===== config.mk =====
export PLATFORM = sky130hd
export DESIGN_NAME = rsn_ram
export DESIGN_NICKNAME = d
export VERILOG_FILES = /design/src/sv/running_stat_normalizer_unit_defines.svh /design/src/sv/rsn_ram.sv
export SDC_FILE = /design/constraint.sdc
export NUM_CORES = 1
export LEC_CHECK = 0
export ABC_CLOCK_PERIOD_IN_PS = 2510
export BUFFER_PORTS_ARGS = -buffer_cell sky130_fd_sc_hd__buf_2
export CAP_MARGIN = 10
export CORE_MARGIN = 10
export CORE_UTILIZATION = 50
export DETAILED_ROUTE_END_ITERATION = 6
export PLACE_DENSITY = 0.7
export SYNTH_ARGS = -nofsm -noshare
export SYNTH_HDL_FRONTEND = slang
export SYNTH_SLANG_ARGS = --single-unit

===== constraint.sdc =====
create_clock -name clk -period 2.51 [get_ports clk]
set_input_delay 0.502 -clock clk [delete_from_list [all_inputs] [get_ports clk]]
set_output_delay 0.502 -clock clk [all_outputs]
set_load 0.005 [all_outputs]

===== src/sv/running_stat_normalizer_unit_defines.svh =====
// assertion macros shared by the normalizer rtl
`ifndef RUNNING_STAT_NORMALIZER_UNIT_DEFINES_SVH
`define RUNNING_STAT_NORMALIZER_UNIT_DEFINES_SVH

// same-cycle implication, disabled while in reset
`define RSN_ASSERT_IMPL(name, clk, rst_n, ante, cons, msg) \
	name: assert property (@(posedge clk) disable iff (!rst_n) (ante) |-> (cons)) else $error(msg);

// next-cycle implication, disabled while in reset
`define RSN_ASSERT_NEXT(name, clk, rst_n, ante, cons, msg) \
	name: assert property (@(posedge clk) disable iff (!rst_n) (ante) |=> (cons)) else $error(msg);

`endif


===== src/sv/rsn_ram.sv =====
// generic single write port ram with registered read
module rsn_ram #(
	parameter int WIDTH = 8,
	parameter int DEPTH = 16,
	localparam int AW = (DEPTH > 1) ? $clog2(DEPTH) : 1
) (
	input  logic             clk,
	input  logic             we,
	input  logic [AW-1:0]    waddr,
	input  logic [WIDTH-1:0] wdata,
	input  logic             re,
	input  logic [AW-1:0]    raddr,
	output logic [WIDTH-1:0] rdata
);
	logic [WIDTH-1:0] mem_q [DEPTH];

	// write port
	always_ff @(posedge clk) begin
		if (we) begin
			mem_q[waddr] <= wdata;
		end
	end

	// registered read port
	always_ff @(posedge clk) begin
		if (re) begin
			rdata <= mem_q[raddr];
		end
	end
endmodule


Word-level counts from Yosys, hierarchy flattened

Memories as Yosys holds them, arrays and structs flattened. A register that Yosys moved wholly into a read port is not among the register bits.
Cells that the tools add are included.

$add $sub $neg: 0
Multipliers: 0
Div/mod/pow operators: 0
$lt $le $gt $ge: 0
Eq/ne operators: 0
Shift operators: 0
Mux-type cells: 2
Bitwise operators: 0
Reductions and logical operators: 0

Operators with widths:

| operator | number |
|---|---|
| $mux 1   | 2 |

Register bits after elaboration: 0
Bits in latches: 0
Memory bits (writable): 128
ROM bits: 0
Memories: 1

Memories:

| name  | words | width | read ports | clocked after memory_dff | write ports | RTL line      | RTL |
|---|---|---|---|---|---|---|---|
| mem_q | 16    | 8     | 1          | 1                        | 1           | rsn_ram.sv:15 | `logic [WIDTH-1:0] mem_q [DEPTH];` |

Logic depth before layout (Yosys ltp)

Word-level depth: 2
Mapped depth: 5

Least setup slack after synthesis

No wires, ideal clock.

Kind: input port to flip-flop
Start: in waddr[2]
End: mem mem_q[0][0] (enable)
Setup time: 0.383 ns
Data arrival time: 1.612 ns
Slack: 0.515 ns
Stages on the path: 2
Path buffers: 0
Cell sequence: or3b_2 nor3_1

RTL lines:

| item        | RTL line      | RTL |
|---|---|---|
| from (decl) | rsn_ram.sv:9  | `input logic [AW-1:0] waddr,` |
| to (decl)   | rsn_ram.sv:15 |  |

No word-level cell before the write port.

Worst setup path after layout

Start: reg rdata[4] (read register of mem_q)
End: out rdata[4]

RTL lines:

| item        | RTL line      | RTL |
|---|---|---|
| from (decl) | rsn_ram.sv:13 | `output logic [WIDTH-1:0] rdata` |

No word-level cell between the ends.

==> summary.md <==
| Metric | Value |
|---|---|
| Layout area overhead | 18.3% |
| Path type of the worst setup path | reg -> out |
| Post-CTS setup buffer count | 0 |
| Area used by sequential logic in the layout | 4080 µm² |
| Maximum level of the CTS H-tree | 4 |
| Initial cell density of the core | 50.9% |
| Clock transition at the registers of the reported paths | 0.06 ns |
| Post-DP HPWL | 6390 µm |
| Worst-case headroom to the max-slew limit | 49.0% |
| Pin slew with the least headroom to its limit | 0.762 ns |
| Area of the mapped netlist | 5230 µm² |
| Cells along the critical path | buf_2 |
| Quantity of gates resized following cts | 0 |
| Source of the worst register-to-register timing path | mem_q[1][0] |
| Ant. Diodes | 0 |
| Clock power share | 45.5% |
| Global-route met1 utilization | 18.2% |
| Final Hold Violating Endpoints | 0 |
| Power density over the cells | 832 nW/µm² |
| Worst setup path start | rdata[4] |
| CP arrival | 1.14 ns |
| Setup tns final | 0 ns |
| Clock latency at the later pin of the worst-skew pair | 0.52 ns |
| Distinct cell type count of the synthesized netlist | 18 |
| Comb pwr share | 4.5% |
| Root buffer selected by CTS | sky130_fd_sc_hd__clkbuf_8 |
| Syn Nets | 248 |
| Global routing usage on met2 | 21.9% |
| Area leader, netlist | sky130_fd_sc_hd__edfxtp_1 |
| Seq/Total Area, Yosys | 78.1% |
| Core Region | 10300 µm² |
| Crit start category | flop |
| Overall die area | 14900 µm² |
| Global placement routability congestion | 0.841 |
| HP Start | wdata[3] |
| Tmin final | 1.64 ns |
| Via density | 5.73 |
| Clock tree from TritonCTS | done |
| Slew Viols, Final | 0 |
| Sw frac | 19.3% |
| Static Leak | 2.11 nW |
| Ranking of synthesized cells by area | sky130_fd_sc_hd__edfxtp_1 (78%), sky130_fd_sc_hd__mux4_2 (7.8%), sky130_fd_sc_hd__mux4_1 (7.0%) |
| Fmax achieved | 0.609 GHz |
| Reported max-cap violation count | 0 |
| Family with the most delay on the worst path | flip-flops |
| Crit. End Element | output port |
| Synth Warn # | 0 |
| Design internal power | 4.15 mW |
| Chip Width | 122 µm |
| Global-route total usage across every layer | 14.4% |
| Chip height | 122 µm |
| # clock sinks | 136 |
| Final WL | 9830 µm |
| Boundary pin count | 27 |
| Multi-input gate area | 1060 µm² |
| Post-route DRC | 0 |
| First-pass GRT wire length | 15400 µm |
| Setup Viol. Count Final | 0 |
| Final hold slack | 0.371 ns |
| Share of cells above drive strength 1 | 30.5% |
| Number of rows created at floorplan | 37 |
| Routing usage on met3 | 5.46% |
| Count of buffering cells on the critical path with inverters included | 1 |
| Average size of a mapped cell | 22.8 µm² |
| Number of clock buffers inserted by TritonCTS | 17 |
| Largest net degree at the start of global routing | 33 |
| Post-route antenna net violation count | 0 |
| Number of cells produced by synthesis | 229 |
| Pre-Repair DR Iteration Count | 7 |
| Peak VDD IR | 0.000454 V |
| Hold crit path type | in -> reg |
| Max clock buf depth | 2 |
| Required time of the critical path | 2.01 ns |
| CTS hold repair buffers | 0 |
| Final clock skew | 0.00714 ns |
| Setup repair after global routing missed its margin | false |
| Status | complete, no violations |
| Sequential group share of total power | 50.0% |
| Number of input and output port buffers inserted | 26 |
| Via count of the first global-routing pass | 2609 |
| Count of vias placed by the detailed router | 2485 |
| Stage delay of the slowest cell on the critical path | 0.46 ns |
| Number of fillers in the final layout | 756 |
| Area share of the largest cell type after synthesis | 78.1% |
| Final layout net count | 304 |
| FF+latch count, synth | 136 |
| Initial antenna violation count | 1 |
| Average wire length per cell after detail routing | 22.7 µm |
| Worst path slowest cell | sky130_fd_sc_hd__edfxtp_1 |
| Global-route congestion overflow total | 0 |
| Layer carrying the most global-route usage | met2 |
| Ratio of final minimum period to clock period | 65.4% |
| Switching power | 991 µW |
| Initial detailed-routing violation count | 361 |
| Largest fanout on the critical path | 1 |
[synth_stat cells]
| master | instances |
|---|---|
| sky130_fd_sc_hd__a22oi_1 | 16 |
| sky130_fd_sc_hd__and2_1 | 1 |
| sky130_fd_sc_hd__and2b_1 | 1 |
| sky130_fd_sc_hd__buf_2 | 3 |
| sky130_fd_sc_hd__buf_4 | 1 |
| sky130_fd_sc_hd__buf_6 | 3 |
| sky130_fd_sc_hd__clkdlybuf4s25_2 | 3 |
| sky130_fd_sc_hd__edfxtp_1 | 136 |
| sky130_fd_sc_hd__mux4_1 | 14 |
| sky130_fd_sc_hd__mux4_2 | 18 |
| sky130_fd_sc_hd__nand2_1 | 9 |
| sky130_fd_sc_hd__nand2b_1 | 2 |
| sky130_fd_sc_hd__nand3_1 | 1 |
| sky130_fd_sc_hd__nand3b_1 | 2 |
| sky130_fd_sc_hd__nor2_1 | 13 |
| sky130_fd_sc_hd__nor2b_1 | 1 |
| sky130_fd_sc_hd__nor3_1 | 4 |
| sky130_fd_sc_hd__or3b_2 | 1 |
[layer usage]
| metal | wire length, µm | vias up |
|---|---|---|
| li1 | - | 1095 |
| met2 | 4950 | 86 |
| met5 | 0 | - |
| met3 | 773 | 9 |
| met1 | 3990 | 1295 |
| met4 | 118 | 0 |
[state kept, by name, indices dropped and copies added (netlist names)]
signal,cells
rdata,8
mem_q,128
[stage by stage]
stage	power (mW)	std cells	utilization [%]	cell area [µm²]	setup WS [ns]
finish	5.15	434	60.2	6180	0.869
global placement	2.85	402	54.7	5620	0.410
CTS	5.18	434	60.2	6180	0.847
detailed placement	2.86	402	54.7	5620	0.369
floorplan	2.75	229	-	5230	0.515
global route	5.30	434	60.2	6180	0.841
[cell families (layout without fill, tap and decap cells)]
logic type,count (synthesis),in the layout,share of synthesized area [%]
DFF,136,136,78.1
AOI/OAI and AO/OA,16,16,2.30
and+or+nand+nor,35,35,3.14
muxes,32,32,14.8
buffers and inverters,10,79,1.65
[layout make-up]
type | instances | share of cell area [%]
repair buffers | 47 | 5.06
flip-flops and latches | 136 | 66.0
multi-input cells | 83 | 17.1
well taps | 136 | 2.75
clock buffers | 21 | 6.94
clock inverters | 11 | 2.10
[final timing paths]
kind                   to  slack [ns]  cells after the start
min          mem_q[13][3]        0.37                      1
min reg2reg      rdata[3]        0.75                      3
max reg2reg      rdata[0]        1.00                      3
max              rdata[4]        0.87                      1
[power by group through the flow]
| stage | logic, mW | clock network, mW | registers [mW] |
|---|---|---|---|
| 6_report | 0.230 | 2.34 | 2.57 |
| 5_1_grt | 0.253 | 2.47 | 2.58 |
| 4_1_cts | 0.234 | 2.37 | 2.57 |
| 3_5_place_dp | 0.234 | 0 | 2.62 |
| 3_3_place_gp | 0.228 | 0 | 2.62 |
| 2_1_floorplan | 0.129 | 0 | 2.62 |
[placed cells by master (no fill, tap or decap), drive strengths merged]
cell type,count
buf,47
nor2b,1
bufinv,3
mux4,32
and2,1
clkinv,8
a22oi,16
clkbuf,21
and2b,1
nand2,9
edfxtp,136
nor2,13
or3b,1
nand2b,2
nand3b,2
nor3,4
nand3,1
(Power assumes the default switching activity.)
