[config.mk]
export PLATFORM = sky130hd
export DESIGN_NAME = rsn_div
export DESIGN_NICKNAME = d
export VERILOG_FILES = /design/src/sv/running_stat_normalizer_unit_defines.svh /design/src/sv/rsn_pkg.sv /design/src/sv/rsn_div.sv
export SDC_FILE = /design/constraint.sdc
export NUM_CORES = 1
export LEC_CHECK = 0
export BUFFER_PORTS_ARGS = -buffer_cell sky130_fd_sc_hd__clkbuf_2
export CAP_MARGIN = 15
export CORE_UTILIZATION = 27
export CTS_BUF_LIST = sky130_fd_sc_hd__clkbuf_16
export DETAILED_ROUTE_END_ITERATION = 7
export MAX_ROUTING_LAYER = met4
export PLACE_DENSITY = 0.49
export SLEW_MARGIN = 20
export SYNTH_ARGS = -nofsm -noshare
export SYNTH_HDL_FRONTEND = slang
export SYNTH_SLANG_ARGS = --single-unit
[constraint.sdc]
create_clock -name clk -period 7.5 [get_ports clk]
set_clock_uncertainty 0.05 [all_clocks]
set_input_delay 0.75 -clock clk [delete_from_list [all_inputs] [get_ports clk]]
set_output_delay 0.75 -clock clk [all_outputs]
set_load 0.02 [all_outputs]
[src/sv/running_stat_normalizer_unit_defines.svh]
// assertion macros shared by the normalizer rtl
`ifndef RUNNING_STAT_NORMALIZER_UNIT_DEFINES_SVH
`define RUNNING_STAT_NORMALIZER_UNIT_DEFINES_SVH

// same-cycle implication, disabled while in reset
`define RSN_ASSERT_IMPL(name, clk, rst_n, ante, cons, msg) \
	name: assert property (@(posedge clk) disable iff (!rst_n) (ante) |-> (cons)) else $error(msg);

// next-cycle implication, disabled while in reset
`define RSN_ASSERT_NEXT(name, clk, rst_n, ante, cons, msg) \
	name: assert property (@(posedge clk) disable iff (!rst_n) (ante) |=> (cons)) else $error(msg);

`endif

[src/sv/rsn_pkg.sv]
// shared constants, types and states of the running statistics normalizer
package rsn_pkg;
	localparam int DIMENSIONS = 64;
	localparam int ADDR_W = (DIMENSIONS > 1) ? $clog2(DIMENSIONS) : 1;
	localparam int DIM_W = 6;
	localparam int VAL_W = 32;
	localparam int VAR_W = 48;
	localparam int CNT_W = 32;
	localparam int ENTRY_W = VAL_W + VAR_W;
	localparam int DIV_NW = 49;
	localparam int DIV_DW = 32;
	localparam int DIV_CW = $clog2(DIV_NW + 1);
	localparam int SQ_RW = 32;
	localparam int SQ_CW = $clog2(SQ_RW + 1);
	localparam int MUL_W = 33;
	localparam int MUL_CW = $clog2(MUL_W + 1);
	localparam int CLAMP_Q = 524288;
	localparam int CFG_AW = 2;
	localparam logic [CFG_AW-1:0] ADDR_NORM_EN = 2'd0;
	localparam logic [VAR_W-1:0] VAR_RESET = 48'd65536;
	localparam logic [VAR_W-1:0] VAR_MAX = {VAR_W{1'b1}};
	localparam logic [CNT_W-1:0] COUNT_MAX = {CNT_W{1'b1}};

	typedef struct packed {
		logic busy;
		logic done;
	} rsn_stat_t;

	typedef enum logic [3:0] {
		ST_IDLE,
		ST_READ,
		ST_LOAD,
		ST_DIV_MEAN,
		ST_MUL,
		ST_DIV_VAR,
		ST_WRITE,
		ST_SQRT,
		ST_DIV_NORM,
		ST_DONE
	} rsn_state_t;
endpackage

[src/sv/rsn_div.sv]
// restoring divider, one quotient bit per cycle
module rsn_div (
	input  logic                      clk,
	input  logic                      arst_n,
	input  logic                      start,
	input  logic [rsn_pkg::DIV_NW-1:0] num,
	input  logic [rsn_pkg::DIV_DW-1:0] den,
	output rsn_pkg::rsn_stat_t        stat,
	output logic [rsn_pkg::DIV_NW-1:0] quo
);
	import rsn_pkg::*;

	logic [DIV_NW-1:0] shf_q;
	logic [DIV_DW-1:0] rem_q;
	logic [DIV_DW-1:0] den_q;
	logic [DIV_CW-1:0] cnt_q;
	logic busy_q;
	logic done_q;
	logic [DIV_DW:0] trial;
	logic [DIV_DW+1:0] diff;
	logic ge;

	// trial subtract of the divisor from the shifted remainder
	assign trial = {rem_q, shf_q[DIV_NW-1]};
	assign diff = {1'b0, trial} - {2'b00, den_q};
	assign ge = !diff[DIV_DW+1];

	// control
	always_ff @(posedge clk or negedge arst_n) begin
		if (!arst_n) begin
			busy_q <= 1'b0;
			done_q <= 1'b0;
			cnt_q <= '0;
		end else begin
			done_q <= 1'b0;
			if (start) begin
				busy_q <= 1'b1;
				cnt_q <= DIV_CW'(DIV_NW);
			end else if (busy_q) begin
				cnt_q <= cnt_q - 1'b1;
				if (cnt_q == DIV_CW'(1)) begin
					busy_q <= 1'b0;
					done_q <= 1'b1;
				end
			end
		end
	end

	// numerator shifts out as quotient bits shift in
	always_ff @(posedge clk) begin
		if (start) begin
			shf_q <= num;
			rem_q <= '0;
			den_q <= den;
		end else if (busy_q) begin
			rem_q <= ge ? diff[DIV_DW-1:0] : trial[DIV_DW-1:0];
			shf_q <= {shf_q[DIV_NW-2:0], ge};
		end
	end

	assign stat.busy = busy_q;
	assign stat.done = done_q;
	assign quo = shf_q;
endmodule

Word-level counts from Yosys, hierarchy flattened. Cells that the tools add are included.

Add/subtract/negate cells: 2. Mux-type cells: 11. Reductions and logical operators: 2. Eq/ne operators: 1.

Operators with widths (number): 49-bit 2-to-1 mux (2); 33-bit by 32-bit subtractor with 34-bit output (1); 32-bit 2-to-1 mux (1); 6-bit 2-to-1 mux (2); 6-bit by 1-bit == test with 1-bit output (second input constant) (1); 1-bit 2-to-1 mux (6); 6-bit by 1-bit subtractor with 6-bit output (second input constant) (1); 2-bit nonzero test (1); 1-bit zero test (1).

Register bits after elaboration: 121. Word-level logic and storage cells: 22. Output and inout bits: 51. Input bits: 84.

Longest topological paths before layout. Gate-level depths: netlist of the first run.

Word-level depth: 4. Mapped depth: 13. Depth with buffers taken out: 12.

Least setup slack after synthesis of the first run. OpenSTA, ideal clock, no wires.

Path type: flip-flop to flip-flop. From: reg shf_q[48] (netlist: quo[48]). To: reg rem_q[30]. Clock period less this slack: 2981 ps. Arrival time: 2805 ps. Cell stages (with the launch flop): 13. Setup slack: 4519 ps. Buffers on the path: 0. Required time: 7324 ps. Library setup time: 126 ps. Cells stage by stage: edfxtp_1 -> inv_1 -> ha_1 -> inv_1 -> fa_1 -> a21o_1 -> a221o_1 -> a32oi_1 -> o21ai_2 -> a2111oi_4 -> or4_1 -> and4_1 -> o211ai_1.

Word-level cells in the longest chain between the ends: 2.

Ends and longest elaborated chain: from (decl) (line rsn_div.sv:13) `logic [DIV_NW-1:0] shf_q;`; from (signal assigned) (line rsn_div.sv:52) `shf_q <= num;`; from (signal assigned) (line rsn_div.sv:57) `shf_q <= {shf_q[DIV_NW-2:0], ge};`; 33-bit by 32-bit subtractor with 34-bit output (line rsn_div.sv:25) `assign diff = {1'b0, trial} - {2'b00, den_q};`; 32-bit 2-to-1 mux (line rsn_div.sv:56) `rem_q <= ge ? diff[DIV_DW-1:0] : trial[DIV_DW-1:0];`; to (signal assigned) (line rsn_div.sv:56); to (decl) (line rsn_div.sv:14) `logic [DIV_DW-1:0] rem_q;`.

Every way passes these cells. A chain may end at the register's enable or synchronous reset.

Worst setup path after layout of the first run.
From: reg den_q[24]. To: reg rem_q[15].

Word-level cells in the longest chain between the ends: 2.

Ends and longest elaborated chain: from (decl) (line rsn_div.sv:15) `logic [DIV_DW-1:0] den_q;`; from (signal assigned) (line rsn_div.sv:54) `den_q <= den;`; 33-bit by 32-bit subtractor with 34-bit output (line rsn_div.sv:25); 32-bit 2-to-1 mux (line rsn_div.sv:56).

Every way passes these cells.

==> results of run 1 <==
[layer usage]
metal | vias up | GRT usage [%] | routed length, um
met5 | - | - | 0
met4 | 0 | 5.45 | 247
met2 | 149 | 21.7 | 7330
li1 | 2501 | - | -
met1 | 2361 | 18.1 | 7830
met3 | 15 | 3.81 | 1020
[synthesized netlist by cell type (all sizes together) (10+ instances only)]
cell    count
dfxtp      32
a21oi      37
a32oi      10
xnor2      17
inv        45
a211oi     13
xor2       10
edfxtp     81
buf        10
mux2       48
ha         34
nor3       21
nor2       41
clkbuf     16
o21ai      25
nand2      34
[worst paths after layout]
kind,from,endpoint,slack [ps],depth (start not counted)
setup / recovery,den_q[24],rem_q[15],4250,10
hold / removal,arst_n,cnt_q[2],130,1
setup reg to reg,den_q[24],rem_q[15],4250,10
hold reg to reg,rem_q[2],rem_q[2],430,2
max in group asynchronous,arst_n,cnt_q[1],7090,1
min in group clk,rem_q[2],rem_q[2],430,2
[area by class of cell]
type                       instances  area share [%]
timing repair buffer             138            8.60
inverter                          46            2.14
multi-input combinational        404            37.0
clock buffer                      17            5.21
sequential                       121            40.0
clock inverter                    15            2.10
tap                              319            4.88
[cell families after synthesis]
| kind of cell | after synthesis |
|---|---|
| AO/OA/AOI/OAI | 147 |
| XOR/XNOR | 27 |
| adder cells (fa/ha/maj) | 35 |
| buffers and inverters | 72 |
| flip-flops | 121 |
| multiplexers | 52 |
| AND/OR/NAND/NOR | 143 |
[worst max-delay path, delay by kind of cell, from the launching register on]
| kind | cells | cell delay, ps |
|---|---|---|
| DFF | 1 | 320 |
| adders and majority gates | 1 | 310 |
| AOI/OAI and AO/OA | 6 | 1400 |
| buffers and inverters | 2 | 570 |
| and+or+nand+nor | 1 | 450 |
[stage by stage]
step           utilization (%)  hold slack [ps]  power [mW]  area [um2]
2_1_floorplan                -              395        1.84        6590
3_3_place_gp              32.0              420        2.09        7570
3_5_place_dp              32.0              431        2.08        7580
4_1_cts                   34.5              109        2.94        8170
5_1_grt                   34.5              120        3.11        8170
6_report                  34.5              125        2.91        8170
[flip-flops by register name, indices dropped and copies added (netlist names)]
register and cells:
done_q 1, rem_q 32, busy_q 1, quo 49, cnt_q 6, den_q 32
[power by group]
group,internal [mW],leakage [nW],switching (mW)
clock,0.476,0.292,0.364
sequential,0.847,1.18,0.0907
combinational,0.476,2.01,0.653
[layout by cell type (no fill, tap or decap), types with 17 or more instances in the layout]
cell,synthesis,routed
nand2_1,34,34
mux2_2,48,48
inv_1,45,44
dfxtp_1,32,32
clkbuf_16,0,17
edfxtp_1,81,81
nor3_1,21,21
xnor2_1,17,17
ha_1,34,34
clkbuf_2,1,133
o21ai_0,17,17
nor2_1,41,41
a21oi_1,34,34
==> flow_metrics.py, run 1 <==
metrics = {
    "route": {
        "drc_errors": 0,
        "drt_first_pass_iters": 5,
        "viasPerCell": 4.74,
        "num_vias": 5026,
        "postRouteAntennaNets": 0,
        "drtIter0Drc": 265,
        "wl_per_cell_um": 15.5,
        "wirelength_um": 16400,
    },
    "clocking": {
        "cts_resized": 0,
        "postCtsHoldBufs": 0,
        "numCtsBuffers": 17,
        "htree_levels": 4,
        "cts_buffer_depth": 2,
        "clock_latency_ps": 430,
        "cts-root-buf": "clkbuf_16",
        "cts_tree": "built",
        "postCtsSetupRepairBufs": 0,
        "cts_sinks": 121,
        "clk_pin_slew_ps": 60,
    },
    "finish": {
        "num-fill-cells": 2504,
        "post_route_cells_drive_above_1_share_pct": 31.4,
        "area_delta_synth_final_pct": 23.9,
        "final_nets": 847,
        "multiInputGateArea_um2": 3030,
        "register_area_um2": 3270,
        "antenna_cells": 0,
        "fin_cells": 1060,
    },
    "place": {
        "gp_congestion": 0.797,
        "portBuffers": 134,
        "dp.cells": 1028,
        "dp_hpwl_um": 11500,
        "place_ws_ps": 4220,
    },
    "power_and_ir_drop": {
        "vdd_ir_drop_max_v": 0.000152,
        "leakagePower_nw": 3.49,
        "p_per_area_nw_per_um2": 356,
    },
    "setup_path": {
        "crit_chain": "inv_1 > ha_1 > a21oi_2 > o21ai_2 > a2111oi_2 > o211ai_1 > a221oi_4 > buf_4 > nand2b_1 > o21ai_0",
        "slowest_stage": "buf_4",
        "cp-end-kind": "register",
        "crit_type": "register to register",
        "cp.arrival_ps": 3490,
        "worstPathRequired_ps": 7740,
        "crit_path_start_kind": "register",
        "crit_fanout": 57,
        "slowest_delay_ps": 530,
    },
    "global_route": {
        "grtUsageTotal_pct": 14.3,
        "antenna_found_initial": 0,
        "grt_first_pass_wirelength_um": 26300,
        "overflow": 0,
        "grt_max_degree": 64,
        "grt_pass1_vias": 5037,
    },
    "logic_synthesis": {
        "synth_fa_ha_area_share_pct": 6.76,
        "synth-edff-count": 81,
        "synth_compound_area_share_pct": 16.1,
        "ys_seq_elements": 121,
        "ys_top_cells_by_area": "edfxtp_1 37%, dfxtp_1 9.7%, mux2_2 8.2%",
        "netlist.area_leader.share_pct": 36.9,
        "synth_xor_area_share_pct": 3.59,
        "synth_largest_area_cell": "edfxtp_1",
        "synthArstFlopShare_pct": 6.61,
        "syn_area_per_cell_um2": 11.0,
        "synth_top_family_by_area": "compound AO/OA/AOI/OAI gates",
        "synthMuxAreaShare_pct": 8.80,
        "syn_area_um2": 6590,
        "synth.distinct_cells": 66,
        "yosysWarnings": 0,
        "ys_seq_area_share_pct": 49.6,
        "synth-simple-area-share_pct": 10.4,
        "syn_nets": 716,
        "synth_ff_type": "edfxtp_1",
        "synth_cells": 597,
    },
    "timing": {
        "setup_slack_ps": 4250,
        "hold_violations": 0,
        "fin_setup_tns_ps": 0,
        "tightest_slew_ps": 975,
        "setup_violations": 0,
        "slew_viol_final": 0,
        "fmax_mhz": 308,
        "relSlewSlack_pct": 34.7,
        "min_period_over_period_pct": 43.3,
        "fin_crit_ps": 3250,
        "rsz0062_at_grt": "no",
    },
    "floorplanning": {
        "coreArea_um2": 23700,
        "die_h_um": 158,
        "rows": 56,
        "dieArea_um2": 25100,
        "pin_count": 135,
        "die_w_um": 158,
        "start_util_pct": 27.8,
    },
    "min_path": {
        "min_path_type": "primary input to async pin",
    },
    "status": {
        "status": "completed",
    },
    "job": {
        "max-cap-violations": 0,
    },
}
(Power assumes the default switching activity.)
==> run 2, diff against run 1 <==
- clock period: 7.5 -> 3.4 ns (I/O delays scaled with it)
==> flow_metrics.py, run 2 (synthesis gave the netlist of run 1 again) <==
metrics = {
    "timing": {
        "hold_violations": 0,
        "fmax_mhz": 320,
        "rsz0062_at_grt": "no",
        "fin_crit_ps": 3120,
        "fin_setup_tns_ps": 0,
        "min_period_over_period_pct": 91.9,
        "setup_violations": 0,
        "tightest_slew_ps": 734,
        "slew_viol_final": 0,
        "relSlewSlack_pct": 51.1,
    },
    "setup_path": {
        "startpoint": "quo[48]",
        "slowest_delay_ps": 410,
        "crit_type": "register to register",
        "crit_end": "rem_q[30]",
        "crit_chain": "inv_1 > ha_1 > inv_1 > fa_1 > a21o_1 > a221o_1 > a32oi_2 > o21ai_2 > a2111oi_4 > or4_1 > and4_1 > o211ai_1",
        "path_depth": 12,
        "ff2ff_setup_slack_ps": 280,
        "crit_path_start_kind": "register",
        "r2r-end": "rem_q[30]",
        "cp_common_cell": "inv_1",
        "path_delay_family": "compound AO/OA/AOI/OAI gates",
        "reg2reg_depth": 12,
        "cp.arrival_ps": 3370,
        "crit_buf_inv": 2,
        "worstPathRequired_ps": 3650,
        "crit_fanout": 5,
        "slowest_stage": "edfxtp_1",
        "r2r_start": "quo[48]",
        "cp-end-kind": "register",
    },
    "clocking": {
        "clock_latency_ps": 430,
        "htree_levels": 4,
        "cts_tree": "built",
        "clk_pin_slew_ps": 70,
        "cts-root-buf": "clkbuf_16",
        "cts_buffer_depth": 2,
        "numCtsBuffers": 17,
        "postCtsSetupRepairBufs": 0,
        "cts_sinks": 121,
    },
    "global_route": {
        "grt_first_pass_wirelength_um": 26700,
        "grtUsageTotal_pct": 14.4,
        "grt_pass1_vias": 5196,
        "grt_max_degree": 56,
        "overflow": 0,
        "antenna_found_initial": 0,
    },
    "place": {
        "dp_hpwl_um": 11900,
        "portBuffers": 134,
        "gp_congestion": 0.772,
    },
    "route": {
        "postRouteAntennaNets": 0,
        "wl_per_cell_um": 15.3,
        "drtIter0Drc": 146,
        "drt_first_pass_iters": 4,
        "viasPerCell": 4.69,
        "num_vias": 5009,
        "wirelength_um": 16400,
        "drc_errors": 0,
    },
    "floorplanning": {
        "dieArea_um2": 25100,
        "coreArea_um2": 23700,
        "rows": 56,
        "start_util_pct": 27.8,
        "die_w_um": 158,
        "pin_count": 135,
        "die_h_um": 158,
    },
    "finish": {
        "area_delta_synth_final_pct": 25.2,
        "post_route_cells_drive_above_1_share_pct": 32.3,
        "mostFrequentLayoutCells": "133 x clkbuf_2, 81 x edfxtp_1, 48 x mux2_2",
        "final_common_cell": "clkbuf_2",
        "final_nets": 856,
        "largest_reg_flops": 49,
        "antenna_cells": 0,
    },
    "power_and_ir_drop": {
        "finalPower_mw": 6.45,
        "vdd_ir_drop_max_v": 0.000362,
        "p_per_area_nw_per_um2": 781,
        "leakagePower_nw": 3.54,
    },
    "min_path": {
        "min_path_type": "primary input to register",
    },
    "status": {
        "status": "completed",
    },
    "job": {
        "max-cap-violations": 0,
    },
}
run 2: changes by cell type in the layout (fill, tap and decap cells not counted), sizes merged:
cell         delta
inv             +2
buf             +8
dlygate4sd3     +1
bufinv          -1
clkinvlp        -1
run 2: what timing repair did:
| item | 4_1_cts | 5_1_grt |
|---|---|---|
| hold buffers | 1 | 0 |
| resized for setup | 0 | 1 |
| endpoints found under the setup margin | 0 | 1 |
| hold endpoints to repair | 8 | 0 |
run 2: final cells by class:
class / instances / area [um2]
fill: 2471 / 15400
sequential: 121 / 3270
multi-input combinational: 404 / 3030
timing repair buffer: 147 / 786
clock buffer: 17 / 425
tap: 319 / 399
inverter: 46 / 173
clock inverter: 15 / 164
run 2: per-stage QoR:
stage | cell area (um2) | setup WS (ps) | utilization [%] | instances | hold WS (ps)
2_1_floorplan | 6590 | 419 | - | 597 | -5.59
3_3_place_gp | 7650 | 275 | 32.3 | 1036 | 152
3_5_place_dp | 7650 | 269 | 32.3 | 1036 | 155
4_1_cts | 8250 | 243 | 34.8 | 1069 | 18.7
5_1_grt | 8250 | 48.1 | 34.8 | 1069 | 17.9
6_report | 8250 | 277 | 34.8 | 1069 | 40.1
run 2: worst min path at each step:
stage	start	to	slack, ps	depth (start not counted)
after CTS	den[8]	den_q[8]	20	1
after global placement	arst_n	cnt_q[2]	150	1
after floorplan	arst_n	busy_q	-6	0
after detailed placement	arst_n	done_q	160	1
final	den[8]	den_q[8]	40	1
after global routing	den[24]	den_q[24]	20	1
run 2: metal layers:
layer  GRT usage [%]  up-vias  share of wire (%)  routed length, um
met3            4.00       13                5.2                847
met2            22.0      124                 44               7260
met1            18.7     2352                 50               8110
li1                -     2520                  -                  -
met4            3.57        0               0.95                155
met5               -        -                  0                  0
run 2: report_power, final:
group / switching (mW) / internal (mW)
Sequential: 0.204 / 1.87
Clock: 0.817 / 0.991
Combinational: 1.46 / 1.10
Total: 2.48 / 3.96
