[src/sv/running_stat_normalizer_unit_defines.svh]
// assertion macros shared by the normalizer rtl
`ifndef RUNNING_STAT_NORMALIZER_UNIT_DEFINES_SVH
`define RUNNING_STAT_NORMALIZER_UNIT_DEFINES_SVH

// same-cycle implication, disabled while in reset
`define RSN_ASSERT_IMPL(name, clk, rst_n, ante, cons, msg) \
	name: assert property (@(posedge clk) disable iff (!rst_n) (ante) |-> (cons)) else $error(msg);

// next-cycle implication, disabled while in reset
`define RSN_ASSERT_NEXT(name, clk, rst_n, ante, cons, msg) \
	name: assert property (@(posedge clk) disable iff (!rst_n) (ante) |=> (cons)) else $error(msg);

`endif

[src/sv/rsn_pkg.sv]
// shared constants, types and states of the running statistics normalizer
package rsn_pkg;
	localparam int DIMENSIONS = 64;
	localparam int ADDR_W = (DIMENSIONS > 1) ? $clog2(DIMENSIONS) : 1;
	localparam int DIM_W = 6;
	localparam int VAL_W = 32;
	localparam int VAR_W = 48;
	localparam int CNT_W = 32;
	localparam int ENTRY_W = VAL_W + VAR_W;
	localparam int DIV_NW = 49;
	localparam int DIV_DW = 32;
	localparam int DIV_CW = $clog2(DIV_NW + 1);
	localparam int SQ_RW = 32;
	localparam int SQ_CW = $clog2(SQ_RW + 1);
	localparam int MUL_W = 33;
	localparam int MUL_CW = $clog2(MUL_W + 1);
	localparam int CLAMP_Q = 524288;
	localparam int CFG_AW = 2;
	localparam logic [CFG_AW-1:0] ADDR_NORM_EN = 2'd0;
	localparam logic [VAR_W-1:0] VAR_RESET = 48'd65536;
	localparam logic [VAR_W-1:0] VAR_MAX = {VAR_W{1'b1}};
	localparam logic [CNT_W-1:0] COUNT_MAX = {CNT_W{1'b1}};

	typedef struct packed {
		logic busy;
		logic done;
	} rsn_stat_t;

	typedef enum logic [3:0] {
		ST_IDLE,
		ST_READ,
		ST_LOAD,
		ST_DIV_MEAN,
		ST_MUL,
		ST_DIV_VAR,
		ST_WRITE,
		ST_SQRT,
		ST_DIV_NORM,
		ST_DONE
	} rsn_state_t;
endpackage

[src/sv/rsn_sqrt.sv]
// digit-by-digit integer square root, one root bit per cycle
module rsn_sqrt (
	input  logic                        clk,
	input  logic                        arst_n,
	input  logic                        start,
	input  logic [2*rsn_pkg::SQ_RW-1:0] radicand,
	output rsn_pkg::rsn_stat_t          stat,
	output logic [rsn_pkg::SQ_RW-1:0]   root
);
	import rsn_pkg::*;

	logic [2*SQ_RW-1:0] rad_q;
	logic [SQ_RW-1:0] root_q;
	logic [SQ_RW+1:0] rem_q;
	logic [SQ_CW-1:0] cnt_q;
	logic busy_q;
	logic done_q;
	logic [SQ_RW+3:0] rem_sh;
	logic [SQ_RW+3:0] trial;
	logic [SQ_RW+4:0] diff;
	logic ge;

	// bring down two radicand bits, try root*4+1
	assign rem_sh = {rem_q, rad_q[2*SQ_RW-1:2*SQ_RW-2]};
	assign trial = {2'b00, root_q, 2'b01};
	assign diff = {1'b0, rem_sh} - {1'b0, trial};
	assign ge = !diff[SQ_RW+4];

	// control
	always_ff @(posedge clk or negedge arst_n) begin
		if (!arst_n) begin
			busy_q <= 1'b0;
			done_q <= 1'b0;
			cnt_q <= '0;
		end else begin
			done_q <= 1'b0;
			if (start) begin
				busy_q <= 1'b1;
				cnt_q <= SQ_CW'(SQ_RW);
			end else if (busy_q) begin
				cnt_q <= cnt_q - 1'b1;
				if (cnt_q == SQ_CW'(1)) begin
					busy_q <= 1'b0;
					done_q <= 1'b1;
				end
			end
		end
	end

	// datapath
	always_ff @(posedge clk) begin
		if (start) begin
			rad_q <= radicand;
			root_q <= '0;
			rem_q <= '0;
		end else if (busy_q) begin
			rad_q <= {rad_q[2*SQ_RW-3:0], 2'b00};
			rem_q <= ge ? diff[SQ_RW+1:0] : rem_sh[SQ_RW+1:0];
			root_q <= {root_q[SQ_RW-2:0], ge};
		end
	end

	assign stat.busy = busy_q;
	assign stat.done = done_q;
	assign root = root_q;
endmodule

[config.mk]
export PLATFORM = sky130hd
export DESIGN_NAME = rsn_sqrt
export DESIGN_NICKNAME = d
export VERILOG_FILES = /design/src/sv/running_stat_normalizer_unit_defines.svh /design/src/sv/rsn_pkg.sv /design/src/sv/rsn_sqrt.sv
export SDC_FILE = /design/constraint.sdc
export NUM_CORES = 1
export LEC_CHECK = 0
export BUFFER_PORTS_ARGS = -buffer_cell sky130_fd_sc_hd__buf_2
export CORE_MARGIN = 5
export CORE_UTILIZATION = 38
export CTS_BUF_LIST = sky130_fd_sc_hd__clkbuf_16
export CTS_CLUSTER_DIAMETER = 80
export DETAILED_ROUTE_END_ITERATION = 12
export MAX_ROUTING_LAYER = met4
export PLACE_DENSITY = 0.54
export SYNTH_ARGS = -nofsm -noshare
export SYNTH_HDL_FRONTEND = slang
export SYNTH_SLANG_ARGS = --single-unit
[constraint.sdc]
create_clock -name clk -period 3.1 [get_ports clk]
set_input_delay 0.465 -clock clk [delete_from_list [all_inputs] [get_ports clk]]
set_output_delay 0.465 -clock clk [all_outputs]
set_load 0.05 [all_outputs]
=== After elaboration in Yosys (flattened, before gate mapping) ===
Cells that the tools add are included.

* Muxes and demuxes: 11
* Reduce and logical (&&, ||, !) cells: 2
* $add $sub $neg: 2
* Equality and inequality tests: 1

{| class="wikitable"
|+ Operators with widths
! kind !! count
|-
| 64-bit 2-to-1 mux || 2
|-
| 36-bit by 34-bit subtractor with 37-bit output || 1
|-
| 34-bit 2-to-1 mux || 1
|-
| 6-bit 2-to-1 mux || 2
|-
| 6-bit by 1-bit equality test with 1-bit output, second input constant || 1
|-
| 1-bit 2-to-1 mux || 6
|-
| 6-bit by 1-bit subtractor with 6-bit output, second input constant || 1
|-
| 2-bit nonzero test || 1
|-
| 1-bit logical NOT || 1
|}

* Bits of input ports: 67
* Register bits after elaboration: 138
* Output and inout port bits: 34

=== Longest topological paths before layout ===
Gate-level depths: netlist of run 1.

* Word-level depth: 4
* Mapped depth: 13
* Gate-level depth less buffers: 10

=== Worst setup path after synthesis of run 1 ===
No wires, ideal clock.

* Kind: register to register
* Start point: reg root_q[27] (netlist: root[27])
* End point: reg rem_q[18]
* Path slack: 0.100 ns
* Stages on the path, launching flop included: 13
* Buffers on the path: 2
* Clock period less this slack: 3.000 ns
* Arrival time: 2.909 ns
* Library setup time: 0.091 ns
* Cells stage by stage: dfxtp_1 > inv_1 > ha_1 > a21o_1 > a21o_1 > a21o_1 > a21o_1 > a2111oi_4 > and2_1 > buf_6 > buf_6 > nand2_1 > a311oi_1

* Word-level cells in the longest chain between the ends: 2

{| class="wikitable"
|+ RTL lines
! item !! RTL line !! source
|-
| start: declaration || rsn_sqrt.sv:13 || <nowiki>logic [SQ_RW-1:0] root_q;</nowiki>
|-
| start signal: assignment || rsn_sqrt.sv:59 || <nowiki>root_q <= {root_q[SQ_RW-2:0], ge};</nowiki>
|-
| 36-bit by 34-bit subtractor with 37-bit output || rsn_sqrt.sv:26 || <nowiki>assign diff = {1'b0, rem_sh} - {1'b0, trial};</nowiki>
|-
| 34-bit 2-to-1 mux || rsn_sqrt.sv:58 || <nowiki>rem_q <= ge ? diff[SQ_RW+1:0] : rem_sh[SQ_RW+1:0];</nowiki>
|-
| end signal: assignment || rsn_sqrt.sv:58 ||
|-
| end: declaration || rsn_sqrt.sv:14 || <nowiki>logic [SQ_RW+1:0] rem_q;</nowiki>
|}

No other way between the ends.
A chain may end at the register's enable or synchronous reset.

=== Final worst setup path of run 1 ===
* Start point: reg root_q[3] (netlist: root[3])
* End point: reg rem_q[30]

The elaborated chain is that of the path after synthesis.

==> impl_metrics.tcl, run 1 <==
set metrics [dict create \
    design.core.area_um2 20000 \
    synthesis.area_um2 7670 \
    detailroute.via_count 5807 \
    cts.reportedPaths.clkPinSlew_ns 0.07 \
    worst-endpoint-arrival_ns 3.19 \
    global_route.overflow_total 0 \
    first_global_vias 5788 \
    postCtsSetupBuffers 0 \
    initial_core_util 0.383 \
    critPathKind "register to register" \
    reg2reg_from "root[3]" \
    dpl_cell_area_um2 8510 \
    cp_slowest_stage_delay_ns 0.56 \
    finalSetupViolations 0 \
    ir_drop_v 0.000553 \
    netlist_top_cells_count "81 x nor2_1, 73 x nand2_1, 66 x dfxtp_1" \
    max_cap_violations 0 \
    synthMostInstantiatedCell "nor2_1" \
    clock.fmax_mhz 346 \
    yosys_register_bits 138 \
    gp_congestion 0.851 \
    cts-buffers-inserted 17 \
    post-synth-top-area-fraction 0.251 \
    pwr-share-seq 0.282 \
    flow.area_growth_from_synthesis_pct 19.2 \
    first_pass_iters 4 \
    initialDrtViolationCount 254 \
    worstMarginPinSlew_ns 0.695 \
    htree_num_levels 4 \
    worstPathRequired_ns 3.40 \
    wire_per_inst_um 15.1 \
    setup_repair_after_global_routing_missed_its_margin "false" \
    vias_per_cell 5.05 \
    power_switching_share 0.391 \
    crit_path_end_kind "register" \
    timing.setup.tns_ns 0 \
    netSwitchingPower_mw 3.46 \
    numPortBuffers 100 \
    hpwlAfterDp_mm 12.4 \
    timing_hold_violations_final 0 \
    grt_pass1_wl_mm 29.1 \
    setup.reg_to_reg.worst_slack_ns 0.21 \
    ys.warnings.count 0 \
    grt_antenna_before_repair 2 \
    startpoint_type "register" \
    worst_hold_slack_ns 0.317 \
    dieWidth_um 152 \
    synth_top_flop_cell "dfxtp_1" \
    post_synth_main_area_contributors "edfxtp_1 25%, dfxtp_1 17%, mux2_2 9.1%" \
    power.combinational.fraction 0.480 \
    post-route-period-util 0.932 \
    clockRootBuffer "clkbuf_16" \
    worstHoldPathCells 2 \
    finished_core_util 0.456 \
    fin_worst_skew_ns 0.0110 \
    syn_nets 867 \
    netlist.top_cell.by_area "edfxtp_1" \
    power_density_nw_per_um2 967 \
    synth_cell_types 60 \
    intPower_mw 5.38 \
    critical_path.reg2reg.endpoint "rem_q[30]" \
    die_area_um2 23100 \
    routed_wirelength_mm 17.4 \
    cellLeakagePower_nw 4.04 \
    finish.net_count 967 \
    critical-path-slowest-cell "o31ai_1" \
    drc 0 \
    async_flop_share 0.0580 \
    synth_seq_area_share 0.449 \
    status "completed" \
    class_of_the_most_critical_hold_timing_path "primary input to register" \
    cts.path.max_buffers 2 \
    reg2regPathDepth 10 \
    synthesis.instances 765 \
    grt_use_total 0.155 \
    tritoncts_num_sinks 138 \
    cp_cell_sequence "inv_1 > ha_1 > a21o_1 > a211oi_1 > a2111oi_0 > o31ai_1 > nor2_1 > a311oi_1 > xor2_1 > o21ai_0" \
    stdcell_area_um2 9140 \
    slew_headroom 0.525 \
    clock_latency_ns 0.43 \
    pwr-share-clk 0.238 \
    tritoncts "built" \
    timing_max_transition_violations_final 0 \
    worstSetupEndpoint "rem_q[30]" \
    crit_path_start "root[3]" \
    top_level_ports 101 \
    placement_rows 52 \
    worstPathMaxFanout 4 \
    fraction_of_layout_instances_using_a_drive_strength_above_1 0.261 \
    drt.antenna.violating_nets 0 \
    synthesis.area_per_instance_um2 10.0 \
    die_h_um 152 \
    grt_start_max_net_pins 66 \
    layout_min_cycle_time_ns 2.89 \
    synth_edf_count 64 \
]
-- cells by family after synthesis --
family	Yosys count	share of synthesized area
xor gates and xnor gates	34	0.0388
muxes	96	0.135
buffers and inverters	90	0.0489
and+or+nand+nor	210	0.120
AOI/OAI and AO/OA	162	0.150
DFF	138	0.449
adders and majority gates	35	0.0571
-- flip-flops by register name (all words and copies together) (netlist names) --
register / flops
busy_q: 1
cnt_q: 6
done_q: 1
rad_q: 64
rem_q: 34
root: 32
-- worst max-delay path, delay by kind of cell, from the launching register on --
| kind | cells | cell delay [ns] |
|---|---|---|
| compound gates | 6 | 1.73 |
| flops | 1 | 0.37 |
| buf+inv | 1 | 0.07 |
| xor+xnor | 1 | 0.19 |
| fa+ha+maj | 1 | 0.30 |
| simple gates | 1 | 0.10 |
-- routing by layer --
layer | part of all wire | global-route usage | up-vias
met5 | 0 | - | -
met3 | 0.062 | 0.0495 | 16
met2 | 0.44 | 0.227 | 113
met4 | 0.011 | 0.0467 | 0
met1 | 0.49 | 0.206 | 2724
li1 | - | - | 2954
-- cells in the final DEF, fill, tap and decap left out, types with 10 or more instances in the layout --
master     netlist  routed
xor2_1          10      10
inv_1           49      49
a21o_1          16      16
edfxtp_1        64      64
nand2_1         73      72
a21oi_1         39      39
buf_4            2      20
ha_1            35      35
xnor2_1         24      24
clkbuf_16        0      17
o21ai_0         30      30
dfxtp_1         66      66
mux2_2          62      62
and3_1          10      10
buf_2            0      99
a311oi_1        20      20
nor2_1          81      81
mux2i_1         34      34
-- stage by stage --
stage	cells	power, mW	setup WS (ns)
after floorplan	765	5.78	0.0998
after global placement	1115	6.75	0.228
after detailed placement	1115	6.74	0.209
after CTS	1148	8.89	0.177
after global routing	1150	9.52	0.0134
final	1150	8.84	0.211
-- power groups by stage --
stage	clock [mW]	sequential [mW]	combinational, mW
2_1_floorplan	0	2.50	3.28
3_3_place_gp	0	2.52	4.22
3_5_place_dp	0	2.52	4.22
4_1_cts	2.15	2.49	4.25
5_1_grt	2.24	2.53	4.75
6_report	2.10	2.49	4.25
-- worst min path at each step --
stage | startpoint | endpoint | slack (ns)
final | radicand[1] | rad_q[1] | 0.32
after global routing | radicand[0] | rad_q[0] | 0.30
after CTS | radicand[1] | rad_q[1] | 0.30
after detailed placement | arst_n | done_q | 0.32
after global placement | arst_n | done_q | 0.33
after floorplan | arst_n | busy_q | 0.17
-- cell type report --
class,instances,area (um2)
Sequential cell,138,3450
Clock buffer,17,425
Inverter,49,184
Multi-Input combinational cell,537,3860
Tap cell,270,338
Antenna cell,2,5.00
Timing Repair Buffer,122,696
Fill cell,2024,10900
Clock inverter,15,180
-- timing repair --
| action | 4_1_cts | 5_1_grt |
|---|---|---|
| hold buffers | 1 | 0 |
| resized for setup | 0 | 2 |
| setup endpoints to repair | 0 | 9 |
| hold endpoints to repair | 8 | 0 |
No activity file was read; power rests on OpenSTA's default activity.
==> run 2, diff against run 1 <==
--- a/config.mk
+++ b/config.mk
@@ -13,6 +13,7 @@
 export DETAILED_ROUTE_END_ITERATION = 12
 export MAX_ROUTING_LAYER = met4
 export PLACE_DENSITY = 0.54
+export SETUP_SLACK_MARGIN = 0.3
 export SYNTH_ARGS = -nofsm -noshare
 export SYNTH_HDL_FRONTEND = slang
 export SYNTH_SLANG_ARGS = --single-unit
==> impl_metrics.tcl, run 2 (synthesis gave the netlist of run 1 again) <==
set metrics [dict create \
    initial_core_util 0.383 \
    die_area_um2 23100 \
    first_global_vias 5992 \
    layout.cells.most_common "buf_2" \
    status "completed" \
    critPathKind "register to register" \
    clock_latency_ns 0.43 \
    hpwlAfterDp_mm 11.9 \
    fin_worst_skew_ns 0.00842 \
    design.core.area_um2 20000 \
    worst-path-buf-inv 2 \
    p_total_mw 9.30 \
    crit_path_start "root[27]" \
    worstSetupEndpoint "rem_q[32]" \
    max_cap_violations 0 \
    critPathTopFamily "compound AO/OA/AOI/OAI gates" \
    cp_cell_sequence "inv_1 > ha_4 > a21o_1 > a21o_1 > a21o_1 > a21o_1 > a2111oi_4 > and2_4 > clkbuf_16 > a21oi_1 > o221a_2" \
    placement_rows 52 \
    finish.net_count 973 \
    reg2reg_from "root[27]" \
    timing.critical_path.mode_cell "a21o_1" \
    clockRootBuffer "clkbuf_16" \
    grt_antenna_before_repair 0 \
    pwr-share-seq 0.268 \
    initialDrtViolationCount 338 \
    netSwitchingPower_mw 3.65 \
    mostFrequentLayoutCells "99 x buf_2, 81 x nor2_1, 72 x nand2_1" \
    worst_hold_slack_ns 0.313 \
    gp_congestion 0.850 \
    post-route-period-util 0.879 \
    seq_area_um2 3470 \
    timing_max_transition_violations_final 0 \
    fraction_of_layout_instances_using_a_drive_strength_above_1 0.308 \
    routed_wirelength_mm 17.8 \
    drt.antenna.violating_nets 0 \
    post-route-worst-setup-slack_ns 0.375 \
    largest_reg_flops 64 \
    dpl_cell_area_um2 8480 \
    cts-buffers-inserted 17 \
    finalSetupViolations 0 \
    layout_min_cycle_time_ns 2.72 \
    antenna_diode_instance_count 0 \
    reg2regPathDepth 11 \
    power_switching_share 0.392 \
    multi_input_area_um2 3980 \
    worst-endpoint-arrival_ns 3.04 \
    critical_path.reg2reg.endpoint "rem_q[32]" \
    vias_per_cell 5.08 \
    cts.path.max_buffers 2 \
    wire_per_inst_um 15.4 \
    htree_num_levels 4 \
    worstPathMaxFanout 10 \
    grt_pass1_wl_mm 29.7 \
    grt_use_total 0.158 \
    timing.setup.tns_ns 0 \
    cts.reportedPaths.clkPinSlew_ns 0.07 \
    detailroute.via_count 5864 \
    finish.cell_count_without_fillers 1154 \
    stdcell_area_um2 9340 \
    tritoncts_num_sinks 138 \
    setup_repair_after_global_routing_missed_its_margin "false" \
    dieWidth_um 152 \
    setup.reg_to_reg.worst_slack_ns 0.38 \
    startpoint_type "register" \
    flow.area_growth_from_synthesis_pct 21.8 \
    largest-register "rad_q" \
    cellLeakagePower_nw 4.09 \
    clock.fmax_mhz 367 \
    power.combinational.fraction 0.510 \
    power_density_nw_per_um2 995 \
    die_h_um 152 \
    finished_core_util 0.466 \
    first_pass_iters 5 \
    place.detailed.instances 1110 \
    placement.setup.worst_slack_ns 0.132 \
    intPower_mw 5.65 \
    numPortBuffers 100 \
    timing_hold_violations_final 0 \
    cp_slowest_stage_delay_ns 0.43 \
    global_route.overflow_total 0 \
    grt_start_max_net_pins 130 \
    slew_headroom 0.459 \
    ir_drop_v 0.000476 \
    worstMarginPinSlew_ns 0.811 \
    fillCellCount 2009 \
    critical-path-slowest-cell "a2111oi_4" \
    top_level_ports 101 \
    drc 0 \
    worstPathRequired_ns 3.42 \
    class_of_the_most_critical_hold_timing_path "primary input to register" \
    critical_path_cell_count 11 \
    tritoncts "built" \
    crit_path_end_kind "register" \
    pwr-share-clk 0.222 \
]
==> run 2: final cells by class <==
cell class,count,area share
Clock inverter,15,0.0181
Clock buffer,17,0.0455
Tap cell,270,0.0362
Sequential cell,138,0.371
Multi-Input combinational cell,537,0.426
Timing Repair Buffer,128,0.0833
Inverter,49,0.0197
==> run 2: worst min path at each step <==
stage	startpoint	end	slack, ns	depth (start not counted)
after floorplan	arst_n	busy_q	0.17	0
after global routing	radicand[44]	rad_q[44]	0.31	2
final	radicand[1]	rad_q[1]	0.31	2
after CTS	radicand[1]	rad_q[1]	0.30	2
after detailed placement	arst_n	done_q	0.33	1
after global placement	arst_n	done_q	0.32	1
==> run 2: per-layer routing <==
metal  global-route usage  routed length, um
met1                0.207               8500
met2                0.238               8020
met3               0.0560               1120
met4               0.0351                167
met5                    -                  0
==> run 2: repair_timing <==
item	4_1_cts	5_1_grt
endpoints found under the hold margin	8	0
hold buffers	1	0
pin swaps	2	10
resized for setup	9	28
buffers inserted	2	8
setup endpoints to repair	33	33
cloned	0	1
==> run 2: worst reg2reg max path, delay by kind of cell (launching register included) <==
family | cells | cell delay (ns)
buf+inv | 2 | 0.23
simple gates | 1 | 0.28
compound gates | 7 | 1.47
fa+ha+maj | 1 | 0.27
flops | 1 | 0.35
==> run 2: power groups by stage <==
| stage | clock, mW | combinational, mW | sequential, mW |
|---|---|---|---|
| after global placement | 0 | 4.17 | 2.52 |
| after CTS | 2.12 | 4.34 | 2.49 |
| after detailed placement | 0 | 4.16 | 2.52 |
| final | 2.06 | 4.74 | 2.49 |
| after floorplan | 0 | 3.28 | 2.50 |
| after global routing | 2.21 | 5.25 | 2.53 |
==> run 3, diff against run 2 <==
--- a/config.mk
+++ b/config.mk
@@ -12,7 +12,7 @@
 export CTS_CLUSTER_DIAMETER = 80
 export DETAILED_ROUTE_END_ITERATION = 12
 export MAX_ROUTING_LAYER = met4
-export PLACE_DENSITY = 0.54
+export PLACE_DENSITY = 0.57
 export SETUP_SLACK_MARGIN = 0.3
 export SYNTH_ARGS = -nofsm -noshare
 export SYNTH_HDL_FRONTEND = slang
==> constraint.sdc (replaced) <==
create_clock -name clk -period 2.5 [get_ports clk]
set_input_delay 0.375 -clock clk [delete_from_list [all_inputs] [get_ports clk]]
set_output_delay 0.375 -clock clk [all_outputs]
set_load 0.05 [all_outputs]
==> impl_metrics.tcl, run 3 (synthesis gave the netlist of run 1 again) <==
set metrics [dict create \
    status "complete, but fails checks" \
    violations "negative setup slack" \
    design.core.area_um2 20000 \
    dpl_cell_area_um2 9460 \
    cp_cell_sequence "inv_2 > ha_4 > nor2b_4 > o311ai_4 > buf_6 > a2111oi_4 > buf_4 > o31ai_4 > buf_6 > o221ai_4 > xnor2_1 > nand2_1 > a311oi_2" \
    flow.area_growth_from_synthesis_pct 41.2 \
    min_from "radicand[0]" \
    crit_path_start "root[0]" \
    setup_repair_after_global_routing_missed_its_margin "true" \
    wire_per_inst_um 15.3 \
    gp_congestion 0.862 \
    finalSetupViolations 4 \
    top_level_ports 101 \
    class_of_the_most_critical_hold_timing_path "primary input to register" \
    worstPathRequired_ns 2.83 \
    htree_num_levels 4 \
    clock_latency_ns 0.42 \
    max_cap_violations 0 \
    timing.critical_path.mode_cell "buf_6" \
    critical-path-slowest-cell "dfxtp_4" \
    clockRootBuffer "clkbuf_16" \
    initialDrtViolationCount 252 \
    power_density_nw_per_um2 1270 \
    ir_drop_v 0.000655 \
    mostFrequentLayoutCells "112 x buf_4, 99 x buf_2, 79 x nor2_1" \
    worstPathMaxFanout 3 \
    layout_min_cycle_time_ns 2.52 \
    vias_per_cell 5.09 \
    tritoncts_num_sinks 138 \
    worst-endpoint-arrival_ns 2.85 \
    placement_rows 52 \
    antenna_diode_instance_count 0 \
    post-route-worst-setup-slack_ns -0.0180 \
    largest-register "rad_q" \
    placement.setup.worst_slack_ns -0.119 \
    die_h_um 152 \
    fraction_of_layout_instances_using_a_drive_strength_above_1 0.486 \
    drt.antenna.violating_nets 0 \
    detailroute.via_count 6375 \
    finished_core_util 0.540 \
    crit_path_end_kind "register" \
    cellLeakagePower_nw 4.81 \
    cts-buffers-inserted 17 \
    initial_core_util 0.383 \
    first_pass_iters 5 \
    startpoint_type "register" \
    fin_worst_skew_ns 0.0136 \
    p_total_mw 13.8 \
    critPathKind "register to register" \
    first_global_vias 6385 \
    timing_max_transition_violations_final 0 \
    dieWidth_um 152 \
    routed_wirelength_mm 19.2 \
    drc 0 \
    grt_start_max_net_pins 48 \
    grt_antenna_before_repair 0 \
    cts.path.max_buffers 2 \
    slew_headroom 0.604 \
    timing_hold_violations_final 0 \
    numPortBuffers 100 \
    grt_pass1_wl_mm 31.4 \
    clock.fmax_mhz 397 \
    layout.cells.most_common "buf_4" \
    tritoncts "built" \
    reg2reg_from "root[0]" \
    hpwlAfterDp_mm 13.1 \
    die_area_um2 23100 \
    largest_reg_flops 64 \
    post-route-period-util 1.01 \
    worstMarginPinSlew_ns 0.594 \
    cts.reportedPaths.clkPinSlew_ns 0.07 \
    grt_use_total 0.167 \
    finish.net_count 1072 \
    global_route.overflow_total 0 \
    cp_slowest_stage_delay_ns 0.35 \
    stdcell_area_um2 10800 \
]
## run 3: critical path: cells and delay by family, from the launching register on
| kind | cells | cell delay, ns |
|---|---|---|
| AO/OA/AOI/OAI | 5 | 0.91 |
| buffers and inverters | 4 | 0.52 |
| AND/OR/NAND/NOR | 2 | 0.24 |
| adder cells (fa/ha/maj) | 1 | 0.27 |
| flip-flops | 1 | 0.35 |
| XOR/XNOR | 1 | 0.15 |
## run 3: area by class of cell
type | count | area (um2)
clock buffers | 17 | 425
clock inverters | 15 | 174
fillers | 1842 | 9210
inverters | 49 | 189
multi-input cells | 538 | 4570
flip-flops and latches | 138 | 3560
well taps | 270 | 338
repair buffers | 226 | 1570
## run 3: final timing paths
path / endpoint / slack [ns] / depth (start not counted)
max in group asynchronous: busy_q / 1.98 / 2
worst min register to register: root[18] / 0.51 / 2
worst min-delay path: rad_q[0] / 0.23 / 2
min in group asynchronous: cnt_q[5] / 0.33 / 2
worst max-delay path: rem_q[26] / -0.02 / 13
worst max register to register: rem_q[26] / -0.02 / 13
## run 3: timing repair
action | in CTS | in global routing
endpoints found under the setup margin | 35 | 35
endpoints found under the hold margin | 8 | 0
hold buffers | 1 | 0
buffers inserted | 13 | 4
gates resized for setup | 60 | 61
gates cloned | 3 | 1
pin swaps | 46 | 40
## run 3: layer usage
| metal | GRT usage | part of all wire | wire length (um) | vias up |
|---|---|---|---|---|
| met4 | 0.0462 | 0.014 | 271 | 0 |
| met5 | - | 0 | 0 | - |
| li1 | - | - | - | 3186 |
| met2 | 0.254 | 0.45 | 8720 | 127 |
| met3 | 0.0475 | 0.060 | 1160 | 26 |
| met1 | 0.220 | 0.47 | 9070 | 3036 |
## run 3: power by group
group,internal (mW),total (mW),switching [mW]
Sequential,2.80,3.11,0.310
Clock,1.44,2.60,1.16
Combinational,4.09,8.06,3.97
## run 3: metrics by stage
step	setup TNS, ns	cells	hold WS [ns]
after CTS	-0.303	1248	0.219
after detailed placement	-1.63	1199	0.229
final	-0.0252	1253	0.230
after global placement	-0.614	1199	0.229
after global routing	-2.72	1253	0.222
after floorplan	0	765	0.0794
